<file path="src/rtl/core/bdar_pkg.sv">
// Shared types and constants for the button debounce / auto-repeat block.
// No dependencies; imported by every module in rtl/core.
package bdar_pkg;

  localparam int TIME_W    = 32;
  localparam int CFG_T_W   = 16;
  localparam int APB_AW    = 4;
  localparam int APB_DW    = 32;
  localparam int S_TDATA_W = 40;
  localparam int M_TDATA_W = 8;

  // Register map, word index taken from paddr[3:2]
  typedef enum logic [1:0] {
    REG_ACTIVE_LEVEL    = 2'd0,
    REG_DEBOUNCE_TIME   = 2'd1,
    REG_LONG_PRESS_TIME = 2'd2,
    REG_REPEAT_INTERVAL = 2'd3
  } reg_idx_t;

  localparam logic               RST_ACTIVE_LEVEL    = 1'b0;
  localparam logic [CFG_T_W-1:0] RST_DEBOUNCE_TIME   = 16'd20;
  localparam logic [CFG_T_W-1:0] RST_LONG_PRESS_TIME = 16'd500;
  localparam logic [CFG_T_W-1:0] RST_REPEAT_INTERVAL = 16'd100;

  // Step kinds carried on s_tuser
  localparam logic MODE_UPDATE = 1'b0;
  localparam logic MODE_INIT   = 1'b1;

  typedef struct packed {
    logic               active_level;
    logic [CFG_T_W-1:0] debounce_time;
    logic [CFG_T_W-1:0] long_press_time;
    logic [CFG_T_W-1:0] repeat_interval;
  } cfg_t;

  typedef struct packed {
    logic              mode;
    logic              pin_level;
    logic [TIME_W-1:0] now_ms;
  } item_t;

  typedef struct packed {
    logic stable_out;
    logic repeat_res;
    logic released;
    logic pressed;
  } result_t;

endpackage

</file>
<file path="src/rtl/core/bdar_cfg_regs.sv">
// APB register file for the debounce / auto-repeat settings.
// Depends on bdar_pkg for the register map, reset values and cfg_t.
module bdar_cfg_regs (
  input  logic                         clk,
  input  logic                         rst,
  input  logic                         psel,
  input  logic                         penable,
  input  logic                         pwrite,
  input  logic [bdar_pkg::APB_AW-1:0]  paddr,
  input  logic [bdar_pkg::APB_DW-1:0]  pwdata,
  output logic [bdar_pkg::APB_DW-1:0]  prdata,
  output logic                         pready,
  output bdar_pkg::cfg_t               cfg
);
  import bdar_pkg::*;

  reg_idx_t idx;
  logic     wr_en;

  assign idx    = reg_idx_t'(paddr[3:2]);
  assign pready = 1'b1;
  assign wr_en  = psel && penable && pwrite && pready;

  // Write on the access phase of a request
  always_ff @(posedge clk) begin
    if (rst) begin
      cfg.active_level    <= RST_ACTIVE_LEVEL;
      cfg.debounce_time   <= RST_DEBOUNCE_TIME;
      cfg.long_press_time <= RST_LONG_PRESS_TIME;
      cfg.repeat_interval <= RST_REPEAT_INTERVAL;
    end else if (wr_en) begin
      case (idx)
        REG_ACTIVE_LEVEL:    cfg.active_level    <= pwdata[0];
        REG_DEBOUNCE_TIME:   cfg.debounce_time   <= pwdata[CFG_T_W-1:0];
        REG_LONG_PRESS_TIME: cfg.long_press_time <= pwdata[CFG_T_W-1:0];
        REG_REPEAT_INTERVAL: cfg.repeat_interval <= pwdata[CFG_T_W-1:0];
        default: ;
      endcase
    end
  end

  // Read back, zero-extended
  always_comb begin
    case (idx)
      REG_ACTIVE_LEVEL:    prdata = {{(APB_DW-1){1'b0}}, cfg.active_level};
      REG_DEBOUNCE_TIME:   prdata = {{(APB_DW-CFG_T_W){1'b0}}, cfg.debounce_time};
      REG_LONG_PRESS_TIME: prdata = {{(APB_DW-CFG_T_W){1'b0}}, cfg.long_press_time};
      REG_REPEAT_INTERVAL: prdata = {{(APB_DW-CFG_T_W){1'b0}}, cfg.repeat_interval};
      default:             prdata = '0;
    endcase
  end

endmodule

</file>
<file path="src/rtl/core/bdar_in_reg.sv">
// Input register stage: captures one request from the slave stream.
// Depends on bdar_pkg for item_t and the tdata layout.
module bdar_in_reg (
  input  logic                           clk,
  input  logic                           rst,
  input  logic                           s_tvalid,
  output logic                           s_tready,
  input  logic [bdar_pkg::S_TDATA_W-1:0] s_tdata,
  input  logic                           s_tuser,
  input  logic                           take,
  output logic                           item_valid,
  output bdar_pkg::item_t                item
);
  import bdar_pkg::*;

  // Free when empty or when the held item moves on this cycle
  assign s_tready = !item_valid || take;

  // Hold valid flag
  always_ff @(posedge clk) begin
    if (rst) begin
      item_valid <= 1'b0;
    end else if (s_tready) begin
      item_valid <= s_tvalid;
    end
  end

  // Capture payload
  always_ff @(posedge clk) begin
    if (s_tvalid && s_tready) begin
      item.mode      <= s_tuser;
      item.pin_level <= s_tdata[0];
      item.now_ms    <= s_tdata[TIME_W:1];
    end
  end

endmodule

</file>
<file path="src/rtl/core/bdar_core.sv">
// Debounce and auto-repeat state update with the result register.
// Depends on bdar_pkg for cfg_t, item_t and result_t.
module bdar_core (
  input  logic                           clk,
  input  logic                           rst,
  input  bdar_pkg::cfg_t                 cfg,
  input  logic                           item_valid,
  input  bdar_pkg::item_t                item,
  output logic                           take,
  output logic                           m_tvalid,
  input  logic                           m_tready,
  output logic [bdar_pkg::M_TDATA_W-1:0] m_tdata
);
  import bdar_pkg::*;

  logic              raw_level, raw_level_next;
  logic              stable_level, stable_level_next;
  logic [TIME_W-1:0] last_change_time, last_change_time_next;
  logic [TIME_W-1:0] press_time, press_time_next;
  logic [TIME_W-1:0] last_repeat_time, last_repeat_time_next;
  result_t           res, res_next;

  logic              ld;
  logic              lvl_chg;
  logic [TIME_W-1:0] since_change;
  logic [TIME_W-1:0] since_press;
  logic [TIME_W-1:0] since_repeat;
  logic              settle;
  logic              press_ev, release_ev, rpt_ev;

  // Move the held request when the result slot is free or being drained
  assign take = !m_tvalid || m_tready;
  assign ld   = item_valid && take;

  // Elapsed times, all wrapping; a change this step restarts from zero
  assign lvl_chg      = item.pin_level != raw_level;
  assign since_change = lvl_chg ? '0 : item.now_ms - last_change_time;
  assign since_press  = item.now_ms - press_time;
  assign since_repeat = item.now_ms - last_repeat_time;

  assign settle = (since_change >= {{(TIME_W-CFG_T_W){1'b0}}, cfg.debounce_time}) &&
                  (stable_level != item.pin_level);

  // Next state and events
  always_comb begin
    raw_level_next        = raw_level;
    stable_level_next     = stable_level;
    last_change_time_next = last_change_time;
    press_time_next       = press_time;
    last_repeat_time_next = last_repeat_time;
    press_ev              = 1'b0;
    release_ev            = 1'b0;
    rpt_ev                = 1'b0;
    if (item.mode == MODE_INIT) begin
      raw_level_next        = item.pin_level;
      stable_level_next     = item.pin_level;
      last_change_time_next = item.now_ms;
      press_time_next       = '0;
      last_repeat_time_next = '0;
    end else begin
      raw_level_next = item.pin_level;
      if (lvl_chg) begin
        last_change_time_next = item.now_ms;
      end
      if (settle) begin
        stable_level_next = item.pin_level;
        if (item.pin_level == cfg.active_level) begin
          press_ev              = 1'b1;
          press_time_next       = item.now_ms;
          last_repeat_time_next = item.now_ms;
        end else begin
          release_ev = 1'b1;
        end
      end
      // A fresh press counts both timers from zero
      if ((stable_level_next == cfg.active_level) &&
          ((press_ev ? '0 : since_press) >=
           {{(TIME_W-CFG_T_W){1'b0}}, cfg.long_press_time}) &&
          ((press_ev ? '0 : since_repeat) >=
           {{(TIME_W-CFG_T_W){1'b0}}, cfg.repeat_interval})) begin
        rpt_ev                = 1'b1;
        last_repeat_time_next = item.now_ms;
      end
    end
    res_next.pressed    = press_ev;
    res_next.released   = release_ev;
    res_next.repeat_res = rpt_ev;
    res_next.stable_out = stable_level_next;
  end

  // Advance state on each consumed request
  always_ff @(posedge clk) begin
    if (rst) begin
      raw_level        <= 1'b0;
      stable_level     <= 1'b0;
      last_change_time <= '0;
      press_time       <= '0;
      last_repeat_time <= '0;
    end else if (ld) begin
      raw_level        <= raw_level_next;
      stable_level     <= stable_level_next;
      last_change_time <= last_change_time_next;
      press_time       <= press_time_next;
      last_repeat_time <= last_repeat_time_next;
    end
  end

  // Result register
  always_ff @(posedge clk) begin
    if (rst) begin
      m_tvalid <= 1'b0;
    end else if (take) begin
      m_tvalid <= item_valid;
    end
  end

  always_ff @(posedge clk) begin
    if (ld) begin
      res <= res_next;
    end
  end

  assign m_tdata = {{(M_TDATA_W-4){1'b0}}, res.stable_out, res.repeat_res,
                    res.released, res.pressed};

`ifndef SYNTH
  a_one_edge: assert property (@(posedge clk) disable iff (rst)
    m_tvalid |-> !(res.pressed && res.released))
    else $error("press and release reported in one result");

  a_press_level: assert property (@(posedge clk) disable iff (rst)
    (m_tvalid && (res.pressed || res.repeat_res)) |-> (res.stable_out == cfg.active_level))
    else $error("press or repeat reported while not at the active level");

  a_stable_event: assert property (@(posedge clk) disable iff (rst)
    (ld && item.mode == MODE_UPDATE && stable_level_next != stable_level)
      |-> (press_ev || release_ev))
    else $error("debounced level moved without an event");

  a_result_loaded: assert property (@(posedge clk) disable iff (rst)
    ld |=> (m_tvalid && res.stable_out == stable_level))
    else $error("result not loaded after a request was consumed");
`endif

endmodule

</file>
<file path="src/rtl/core/button_debounce_autorepeat_top.sv">
// Top level of the button debouncer with auto-repeat.
// Depends on bdar_pkg, bdar_cfg_regs, bdar_in_reg and bdar_core.
//
//  channel  dir  handshake                 payload
//  -------  ---  ------------------------  -------------------------------------
//  s_*      in   s_tvalid / s_tready       tuser: mode; tdata: pin_level, now_ms
//  m_*      out  m_tvalid / m_tready       tdata: pressed, released, repeat_res,
//                                                 stable_out
//  apb      in   psel+penable, pready = 1  four settings registers at 4*i
//
// A request passes through the input register, then the state update and result
// register. One request is taken per cycle when the output is drained; state
// registers feed back into the next request directly.
// Synchronous reset clears state and valid flags and loads default settings.
// A stall on m_tready holds the result and backs up through the input register.
module button_debounce_autorepeat_top (
  input  logic                           clk,
  input  logic                           rst,
  input  logic                           s_tvalid,
  output logic                           s_tready,
  input  logic [bdar_pkg::S_TDATA_W-1:0] s_tdata,  // [0] pin_level, [32:1] now_ms, rest 0
  input  logic                           s_tuser,  // [0] mode
  output logic                           m_tvalid,
  input  logic                           m_tready,
  output logic [bdar_pkg::M_TDATA_W-1:0] m_tdata,  // [0] pressed, [1] released,
                                                   // [2] repeat_res, [3] stable_out
  input  logic                           psel,
  input  logic                           penable,
  input  logic                           pwrite,
  input  logic [bdar_pkg::APB_AW-1:0]    paddr,
  input  logic [bdar_pkg::APB_DW-1:0]    pwdata,
  output logic [bdar_pkg::APB_DW-1:0]    prdata,
  output logic                           pready
);
  import bdar_pkg::*;

  cfg_t  cfg;
  item_t item;
  logic  item_valid;
  logic  take;

  bdar_cfg_regs u_cfg (
    .clk     (clk),
    .rst     (rst),
    .psel    (psel),
    .penable (penable),
    .pwrite  (pwrite),
    .paddr   (paddr),
    .pwdata  (pwdata),
    .prdata  (prdata),
    .pready  (pready),
    .cfg     (cfg)
  );

  bdar_in_reg u_in (
    .clk        (clk),
    .rst        (rst),
    .s_tvalid   (s_tvalid),
    .s_tready   (s_tready),
    .s_tdata    (s_tdata),
    .s_tuser    (s_tuser),
    .take       (take),
    .item_valid (item_valid),
    .item       (item)
  );

  bdar_core u_core (
    .clk        (clk),
    .rst        (rst),
    .cfg        (cfg),
    .item_valid (item_valid),
    .item       (item),
    .take       (take),
    .m_tvalid   (m_tvalid),
    .m_tready   (m_tready),
    .m_tdata    (m_tdata)
  );

endmodule

</file>
<file path="config.mk">
export PLATFORM = sky130hd
export DESIGN_NAME = button_debounce_autorepeat_top
export DESIGN_NICKNAME = d
export VERILOG_FILES = /design/src/rtl/core/bdar_pkg.sv /design/src/rtl/core/bdar_cfg_regs.sv /design/src/rtl/core/bdar_in_reg.sv /design/src/rtl/core/bdar_core.sv /design/src/rtl/core/button_debounce_autorepeat_top.sv
export SDC_FILE = /design/constraint.sdc
export NUM_CORES = 1
export LEC_CHECK = 0
export BUFFER_PORTS_ARGS = -buffer_cell sky130_fd_sc_hd__buf_2
export CORE_MARGIN = 10
export CORE_UTILIZATION = 40
export DETAILED_ROUTE_END_ITERATION = 8
export GPL_TIMING_DRIVEN = 0
export HOLD_SLACK_MARGIN = 0.06
export PLACE_DENSITY_LB_ADDON = 0.08
export RECOVER_POWER = 25
export SKIP_LAST_GASP = 1
export SLEW_MARGIN = 20
export SYNTH_ARGS = -nofsm -noshare
export SYNTH_HDL_FRONTEND = slang
export SYNTH_SLANG_ARGS = --single-unit
export TNS_END_PERCENT = 5
</file>
<file path="constraint.sdc">
create_clock -name clk -period 8.8 [get_ports clk]
set_clock_uncertainty 0.15 [all_clocks]
set_input_delay 1.76 -clock clk [delete_from_list [all_inputs] [get_ports clk]]
set_output_delay 1.76 -clock clk [all_outputs]
set_load 0.05 [all_outputs]
</file>
==> impl.org, run 1 <==
** Outcome
- Result of the run :: finished with violations
- Failing checks :: max-capacitance violations, max-slew violations

** STA
- In the finished design, the share of the clock period the worst path needs comes to 0.948.
- Max-slew violation count :: 32
- Endpoints failing hold :: 0
- Derived from the worst setup path, the maximum achievable clock frequency is 120 MHz.
- Summed over all failing endpoints, the final setup total negative slack is 0 ps.
- The worst path meets setup with 454 ps of slack.
- Measured against its own limit, the worst slew margin works out to -0.250.
- For the pin with the worst max-slew slack, the measured transition is 1870 ps.
- For the finished layout, the period the worst path requires is 8350 ps.
- Across all hold checks on the routed design, the worst slack comes to 303 ps.
- Final-report setup violation count :: 0
- Setup repair after global routing missed its margin :: yes

** Logic synthesis
- The synthesized design contains between 150 and 200 register bits.
- After synthesis, the share of flip-flops with an asynchronous set or reset is 0.
- The number of different library cells used by synthesis comes to 92.
- Dividing the synthesized area by the synthesized cell count gives 7.59 um2.
- Number of synthesis warnings :: 0
- Number of cells produced by synthesis :: 1907
- Sequential fraction of the synthesis area :: 0.285
- Yosys mapped a number of flops with a built-in enable equal to 38.
- Summing every instance area after synthesis gives roughly 0.014 mm2.
- The most used flip-flop cell after synthesis is sky130_fd_sc_hd__dfxtp_1.

** Clocking
- Buffers from clock root to sink, at most :: 2
- Clock slew at reported path FFs :: 70 ps
- The clock tree synthesis step divided the H-tree into 4 levels.
- Root Driver :: sky130_fd_sc_hd__clkbuf_16
- Post-CTS Hold Buffers :: 0
- CTS tree :: built
- Count of clock tree sinks :: roughly 190
- At the later pin of the worst-skew pair, clock insertion delay measures around 460 ps.
- TritonCTS Buffers :: 17

** Finish
- Most common cell after layout, fill and taps aside :: sky130_fd_sc_hd__nand2_1
- Leaving out filler cells and counting taps, the final layout contains 2508.
- P&R area growth vs syn :: 12.7%
- Measured on the finished design, the core utilization comes to 0.457.
- Share of post-route cells with drive strength above 1 :: 0.116
- Number of antenna cells inserted :: 0
- Leaving out fill and tap cells, the most frequent cells in the layout are sky130_fd_sc_hd__nand2_1, sky130_fd_sc_hd__a21oi_1, sky130_fd_sc_hd__inv_1, sky130_fd_sc_hd__dfxtp_1, sky130_fd_sc_hd__ha_1.
- Filler instances :: 3695
- Layout net count :: about 2300

** Routing
- Iteration count of the initial detailed-routing pass :: 5
- Average wire length per cell after detail routing :: around 18 um
- DR DRC count :: 0
- Once detail routing completed, the nets flagged for antenna violations numbered 0.
- The detailed router placed 13700 vias in this run.
- Summed over all layers, the routed wires come to 45.7 mm.
- The detailed router finished its first iteration with 768 violations.
- In the routed layout, each cell is associated on average with a via count of 5.45.

** Global route
- First-pass GRT wire length :: 72.5 mm
- Pin count of the biggest net entering global routing :: 32
- Sum of overflow across all layers after global routing :: 0
- The number of antenna violations at the first check in global routing is 1.
- Total global-route track usage :: 0.205
- Busiest layer in global routing :: met2
- Met1 track demand over resource in global routing :: 0.292
- The via count of the first global-routing pass is 13200.
- Global-route track usage on met2 :: 0.319
- Met3 global-route usage :: 0.0286

** Placed design
- Before CTS, the worst setup slack after placement is -1030 ps.
- HPWL after detailed placement :: ~37 mm
- Count of buffers inserted at the top-level ports :: just under 80
- Number of placed instances with taps included :: 2466
- Final GP Congestion :: 0.921

** Setup path
- At the worst endpoint, the required time is 8960 ps.
- Kind of cell adding the most delay to the critical path :: compound AO/OA/AOI/OAI gates
- Path type of the worst setup path :: reg2reg
- Worst path bufs/invs :: 2
- Arrival time of the worst setup path :: ~8500 ps
- Among all stages on the critical path, the largest delay is contributed by sky130_fd_sc_hd__edfxtp_1.
- In this design, the stage delay of the slowest critical-path cell is 600 ps.
- CP Capture Type :: flip-flop
- Critical-path maximum fanout :: 10
- CP dominant cell by count :: sky130_fd_sc_hd__a21oi_1
- Sort of element at the start of the critical path :: flip-flop

** Die
- The initial utilization of the core area, before any placement, comes to 0.406.
- The core region is 0.0357 mm2.
- Number of ports placed on the die boundary :: 127
- Overall die width :: 210 um
- Row count :: between 60 and 70
- Die boundary height :: 210 um
- The floorplan step defined a die boundary enclosing 0.0442 mm2.

** Pwr
- Worst IR drop on VDD :: 0.000129 V
- Pwr dens :: 151 mW/mm2
- The share of total power dissipated in the clock network is 0.325.
- Of the total power, the share spent switching nets is 0.350.
- Sequential share of power :: 0.381
- The share of total power dissipated in combinational logic is 0.293.
- Internal power consumption :: 1.61 mW
- The analysis attributes to net switching a power of 864 uW.
- Leakage power :: approximately 6.2 nW

** Worst hold path
- Class of the tightest hold or removal check :: reg2reg

** Flow run
- Maximum Capacitance Violations :: 1
[state kept, by name, summed over array words and instances, names as in the netlist]
register / count
u_cfg.cfg: 49
u_in.item: 34
u_core.last_change_time: 32
u_core.last_repeat_time: 32
u_core.press_time: 32
u_core.m_tdata: 4
u_core.m_tvalid: 1
u_core.raw_level: 1
u_core.stable_level: 1
u_in.item_valid: 1
[cell type report]
class	instances	area [um2]	share of cell area
well taps	461	577	0.0354
repair buffers	91	495	0.0304
clock buffers	20	478	0.0293
clock inverters	11	118	0.00721
flip-flops and latches	187	4120	0.253
multi-input cells	1458	9310	0.571
inverters	156	586	0.0359
plain buffers	124	626	0.0384
[cells in the mapped netlist, types with 16 or more instances]
library cell / number / area [um2]
sky130_fd_sc_hd__buf_4: 23 / 173
sky130_fd_sc_hd__edfxtp_1: 38 / 1140
sky130_fd_sc_hd__a21oi_2: 31 / 272
sky130_fd_sc_hd__ha_1: 141 / 1760
sky130_fd_sc_hd__xnor2_1: 34 / 298
sky130_fd_sc_hd__a21o_1: 40 / 300
sky130_fd_sc_hd__nor2_1: 123 / 462
sky130_fd_sc_hd__nor3_1: 24 / 120
sky130_fd_sc_hd__a21oi_1: 212 / 1060
sky130_fd_sc_hd__nor2b_1: 16 / 100
sky130_fd_sc_hd__dfxtp_1: 149 / 2980
sky130_fd_sc_hd__o21ai_1: 32 / 160
sky130_fd_sc_hd__nand2_1: 289 / 1080
sky130_fd_sc_hd__clkbuf_1: 64 / 240
sky130_fd_sc_hd__inv_1: 155 / 582
sky130_fd_sc_hd__nand2b_1: 18 / 113
sky130_fd_sc_hd__nand4_1: 50 / 313
sky130_fd_sc_hd__nand3_1: 66 / 330
sky130_fd_sc_hd__buf_1: 16 / 60.1
sky130_fd_sc_hd__xor2_1: 31 / 272
sky130_fd_sc_hd__o21ai_0: 78 / 390
[routing by layer]
| layer | up-vias | wire, um |
|---|---|---|
| met5 | - | 0 |
| met1 | 6415 | 22900 |
| li1 | 6931 | - |
| met3 | 36 | 2060 |
| met4 | 0 | 654 |
| met2 | 282 | 20200 |
[worst register-to-register path: cells and delay by family (launching register included)]
| family | cells | cell delay (ps) |
|---|---|---|
| xor gates and xnor gates | 1 | 190 |
| and+or+nand+nor | 11 | 1740 |
| AOI/OAI and AO/OA | 21 | 4010 |
| adders and majority gates | 3 | 1040 |
| DFF | 1 | 600 |
| buffers and inverters | 2 | 460 |
[metrics by stage]
stage                     cell area, um2  power (mW)
after floorplan                    14500        1.47
after CTS                          16200        2.47
after global routing               16300        2.62
final                              16300        2.47
after detailed placement           15500        1.65
after global placement             15500        1.64
[cells by family (layout without fill, tap and decap cells)]
| logic type | after synthesis | in the layout | synth area share |
|---|---|---|---|
| AOI/OAI and AO/OA | 564 | 564 | 0.251 |
| xor gates and xnor gates | 65 | 65 | 0.0394 |
| adders and majority gates | 144 | 144 | 0.126 |
| buffers and inverters | 281 | 402 | 0.0821 |
| DFF | 187 | 187 | 0.285 |
| muxes | 14 | 14 | 0.0110 |
| other | 2 | 21 | 0.000519 |
| and+or+nand+nor | 650 | 650 | 0.205 |
[timing repair]
action | CTS | global route
endpoints found under the setup margin | 33 | 33
setup buffers | 4 | 7
gates resized for setup | 14 | 22
pin swaps | 2 | 10
cloned | 0 | 1
[path summary, 6_finish.rpt]
| path | from | endpoint | slack, ps | cells after the start |
|---|---|---|---|---|
| worst max-delay path | u_in.item[3] | u_core.last_repeat_time[3] | 450 | 38 |
| worst min-delay path | u_core.last_change_time[28] | u_core.last_change_time[28] | 300 | 2 |
| worst max register to register | u_in.item[3] | u_core.last_repeat_time[3] | 450 | 38 |
| worst min register to register | u_core.last_change_time[28] | u_core.last_change_time[28] | 300 | 2 |
[power groups by stage]
| stage | registers (mW) | logic [mW] | clock network [mW] |
|---|---|---|---|
| after floorplan | 0.948 | 0.517 | 0 |
| after global placement | 0.962 | 0.683 | 0 |
| after detailed placement | 0.961 | 0.692 | 0 |
| after CTS | 0.941 | 0.706 | 0.825 |
| after global routing | 0.946 | 0.810 | 0.863 |
| final | 0.942 | 0.724 | 0.804 |
Note: power is estimated with default switching activity, not from simulation.
==> run 2: changes to the inputs <==
ABC_AREA = 1   (was unset)
CORE_UTILIZATION = 55   (was 40)
==> impl.org, run 2 <==
** Routing
- After detailed routing, the number of vias per cell comes to 5.42.
- Once detail routing completed, the nets flagged for antenna violations numbered 0.
- DR DRC count :: 0
- Top Layer Used :: met4
- Total number of vias :: 15500
- Detailed routing placed a total of 3.10 mm of wire on met3.
- Met1 wire length :: 21.5 mm
- The routed design uses around 22 mm of met2 wire.
- Summed over all layers, the routed wires come to 48.3 mm.
- Iteration count of the initial detailed-routing pass :: 8
- For this block, the initial DRC count from the detailed router was 1218.
- Average wire length per cell after detail routing :: 16.9 um

** Logic synthesis
- Synth Cell Area :: 0.0151 mm2
- Library cells used by synthesis :: 41
- Synthesized area divided by synthesized cell count :: between 6 and 7 um2
- Fraction of registers with async set or reset after synthesis :: 0
- The commonest cells after synthesis are sky130_fd_sc_hd__nand2_1, sky130_fd_sc_hd__inv_1, sky130_fd_sc_hd__a21oi_1.
- Yosys attributes the largest share of cell area to sky130_fd_sc_hd__dfxtp_1, sky130_fd_sc_hd__nand2_1, sky130_fd_sc_hd__ha_1.
- Number of cells produced by synthesis :: approximately 2400
- During synthesis, Yosys emitted a total of 0 warnings.
- Post-synthesis register bit count :: 187
- Synth top area share :: 0.197
- Yosys instantiated no cell more often than sky130_fd_sc_hd__nand2_1.
- Among all flip-flop cells after synthesis, the most frequent one is sky130_fd_sc_hd__dfxtp_1.
- Yosys mapped a number of flops with a built-in enable equal to 38.
- The largest total area in the synthesized netlist belongs to sky130_fd_sc_hd__dfxtp_1.
- Sequential fraction of the synthesis area :: 0.272

** Die
- Total core area :: 0.0270 mm2
- Full die area :: 0.0346 mm2
- Die boundary height :: 186 um
- For this design the top-level I/O count stands at ~130.
- The initial utilization of the core area, before any placement, comes to 0.560.
- Overall die width :: 186 um
- The floorplan has 60 rows.

** Clocking
- No sink is reached through more buffers than the 2 on the longest clock path.
- In this run, post-CTS repair resized a total of 0 instances.
- The number of clock buffers added by TritonCTS is 17.
- Clock-pin slew was measured on the worst setup and hold paths at 70 ps.
- Post-CTS timing repair inserted 0 buffers for setup.
- The number of hold buffers added after CTS was 0.
- Root Driver :: sky130_fd_sc_hd__clkbuf_16
- Count of clock tree sinks :: 187
- At the later pin of the worst-skew pair, clock insertion delay measures 450 ps.
- TritonCTS built the clock tree.
- H-tree depth :: 4

** STA
- Fin crit share :: 0.829
- The final hold violation count is 0.
- Summed negative setup slack over all endpoints :: 0 ps
- Based on the critical path, the design can be clocked at up to 137 MHz.
- For the pin with the worst max-slew slack, the measured transition is roughly 1900 ps.
- The final-report max-slew violation count was 31.
- Fin crit period :: 7300 ps
- Headroom to the max-slew limit came out at -0.277.
- Setup violations remaining at the end of the flow were counted as 0.
- Setup repair after global routing missed its margin :: no

** Finish
- Layout net count :: ~2700
- Post-route design area :: 0.0166 mm2
- Number of antenna cells inserted :: 0
- Compared with the post-synthesis result, the final layout area differs by 9.75%.
- The register with the most flip-flops in the layout has slightly below 50 of them.
- Most flop-heavy register :: u_cfg.cfg
- Largest regs :: u_cfg.cfg: 49 flops, u_in.item: 34 flops
- Excluding fillers, the count of instances in the completed layout stands at 2853.
- In the final layout, the share of cells above drive strength 1 is 0.0657.
- Leaving out fill and tap cells, the most frequent cell in the layout is sky130_fd_sc_hd__nand2_1.
- In the layout the commonest cells are sky130_fd_sc_hd__nand2_1, sky130_fd_sc_hd__inv_1, sky130_fd_sc_hd__a21oi_1, sky130_fd_sc_hd__nor2_1, sky130_fd_sc_hd__o21ai_0.

** Worst hold path
- The worst hold path was traced through 2 stages.
- The worst hold path terminates at u_core.last_change_time[6].
- In this run the worst hold path is classified as reg2reg.
- Min-delay src :: u_core.last_change_time[6]

** Outcome
- The final reports fail on max-capacitance violations, max-slew violations.
- Result of the run :: finished with violations

** Setup path
- In this run the critical register-to-register path is captured at u_core.last_repeat_time[3].
- In this run the critical register-to-register path is launched from u_in.item[32].
- The worst register-to-register path has a depth of 45.
- The worst setup path is captured at a flip-flop.
- Arrival time of the worst setup path :: 7490 ps
- In this run the register-to-register setup slack is 1500 ps.
- CP dominant cell by count :: sky130_fd_sc_hd__nand2_1
- Sort of element at the start of the critical path :: flip-flop
- Required time at the worst-slack endpoint :: 8990 ps
- On the worst path, the slowest cell contributes a delay of 710 ps.
- Path type of the worst setup path :: reg2reg
- The slowest stage of the critical path is the sky130_fd_sc_hd__xnor2_1 cell.
- In this run the worst path has a maximum fanout of 10.

** Pwr
- The worst-case IR drop observed on VDD is between 0.00015 and 0.0002 V.
- Leakage power :: 8.45 nW
- Pwr dens :: between 150 and 200 mW/mm2

** Placed design
- HPWL after detailed placement :: 40.3 mm
- The congestion estimate from routability-driven global placement came to 0.993.
- Count of buffers inserted at the top-level ports :: 80
- Placed inst area :: 0.0161 mm2
- After detailed placement, the design holds a cell count of 2821.

** Global route
- Pin count of the biggest net entering global routing :: 31
- Sum of overflow across all layers after global routing :: 0
- First-pass GRT wire length :: around 76 mm
- Via count of the first global-routing pass :: between 10000 and 15000
- Antenna violations before repair :: 0
- Total global-route track usage :: 0.280

** Flow run
- Maximum Capacitance Violations :: 1
run 2: cell count changes in the layout (fill, tap and decap cells not counted), sizes merged, moves of 18 or more:
cell / change
nand2: +282
clkbuf: -26
nand3: +68
a21o: -32
inv: +291
nor2: +112
buf: -31
o21ai: +48
nand4: -23
nand2b: -18
run 2: cell type report:
cell class | count | area [um2]
fillers | 2700 | 10400
multi-input cells | 1682 | 8980
flip-flops and latches | 187 | 4120
inverters | 450 | 1690
well taps | 341 | 427
clock buffers | 17 | 425
plain buffers | 80 | 417
repair buffers | 81 | 403
clock inverters | 15 | 150
run 2: worst max path at each step:
stage | end | slack [ps] | cells after the start | from
final | u_core.last_repeat_time[3] | 1500 | 45 | u_in.item[32]
after global routing | u_core.last_repeat_time[1] | 780 | 45 | u_in.item[32]
after detailed placement | u_core.last_repeat_time[24] | 1550 | 45 | u_in.item[32]
after CTS | u_core.last_repeat_time[24] | 1530 | 45 | u_in.item[32]
after global placement | u_core.last_repeat_time[24] | 1690 | 45 | u_in.item[32]
after floorplan | u_core.last_repeat_time[10] | 3290 | 44 | u_in.item[32]
run 2: worst max-delay path: cells and delay by family (launching register included):
family	cells	cell delay, ps
adder cells (fa/ha/maj)	2	590
flip-flops	1	360
AND/OR/NAND/NOR	26	2310
buffers and inverters	8	2120
XOR/XNOR	1	710
AO/OA/AOI/OAI	8	930
run 2: kinds of logic after synthesis:
| family | Yosys count | share of synthesized area |
|---|---|---|
| and+or+nand+nor | 1009 | 0.276 |
| buffers and inverters | 530 | 0.139 |
| AOI/OAI and AO/OA | 455 | 0.161 |
| DFF | 187 | 0.272 |
| adders and majority gates | 144 | 0.120 |
| xor gates and xnor gates | 53 | 0.0307 |
| other | 2 | 0.000496 |
run 2: report_power, final:
part | switching, mW | leakage (nW) | total [mW] | internal (mW)
combinational | 0.701 | 6.59 | 1.07 | 0.368
sequential | 0.0410 | 1.59 | 0.971 | 0.930
clock | 0.381 | 0.277 | 0.781 | 0.400
total | 1.12 | 8.45 | 2.82 | 1.70
run 2: per-stage QoR:
stage	setup slack [ps]	total power [mW]	hold WS [ps]	utilization
after floorplan	3290	1.76	283	-
after global placement	1690	2.01	293	0.593
after detailed placement	1550	2.04	300	0.594
after CTS	1530	2.81	310	0.616
after global routing	780	3.00	330	0.615
final	1500	2.82	308	0.615
run 2: per-layer routing:
layer | vias to the layer above | track usage
li1 | 7828 | -
met1 | 7027 | 0.361
met2 | 532 | 0.469
met3 | 82 | 0.0349
met4 | 0 | 0.103
met5 | - | 0
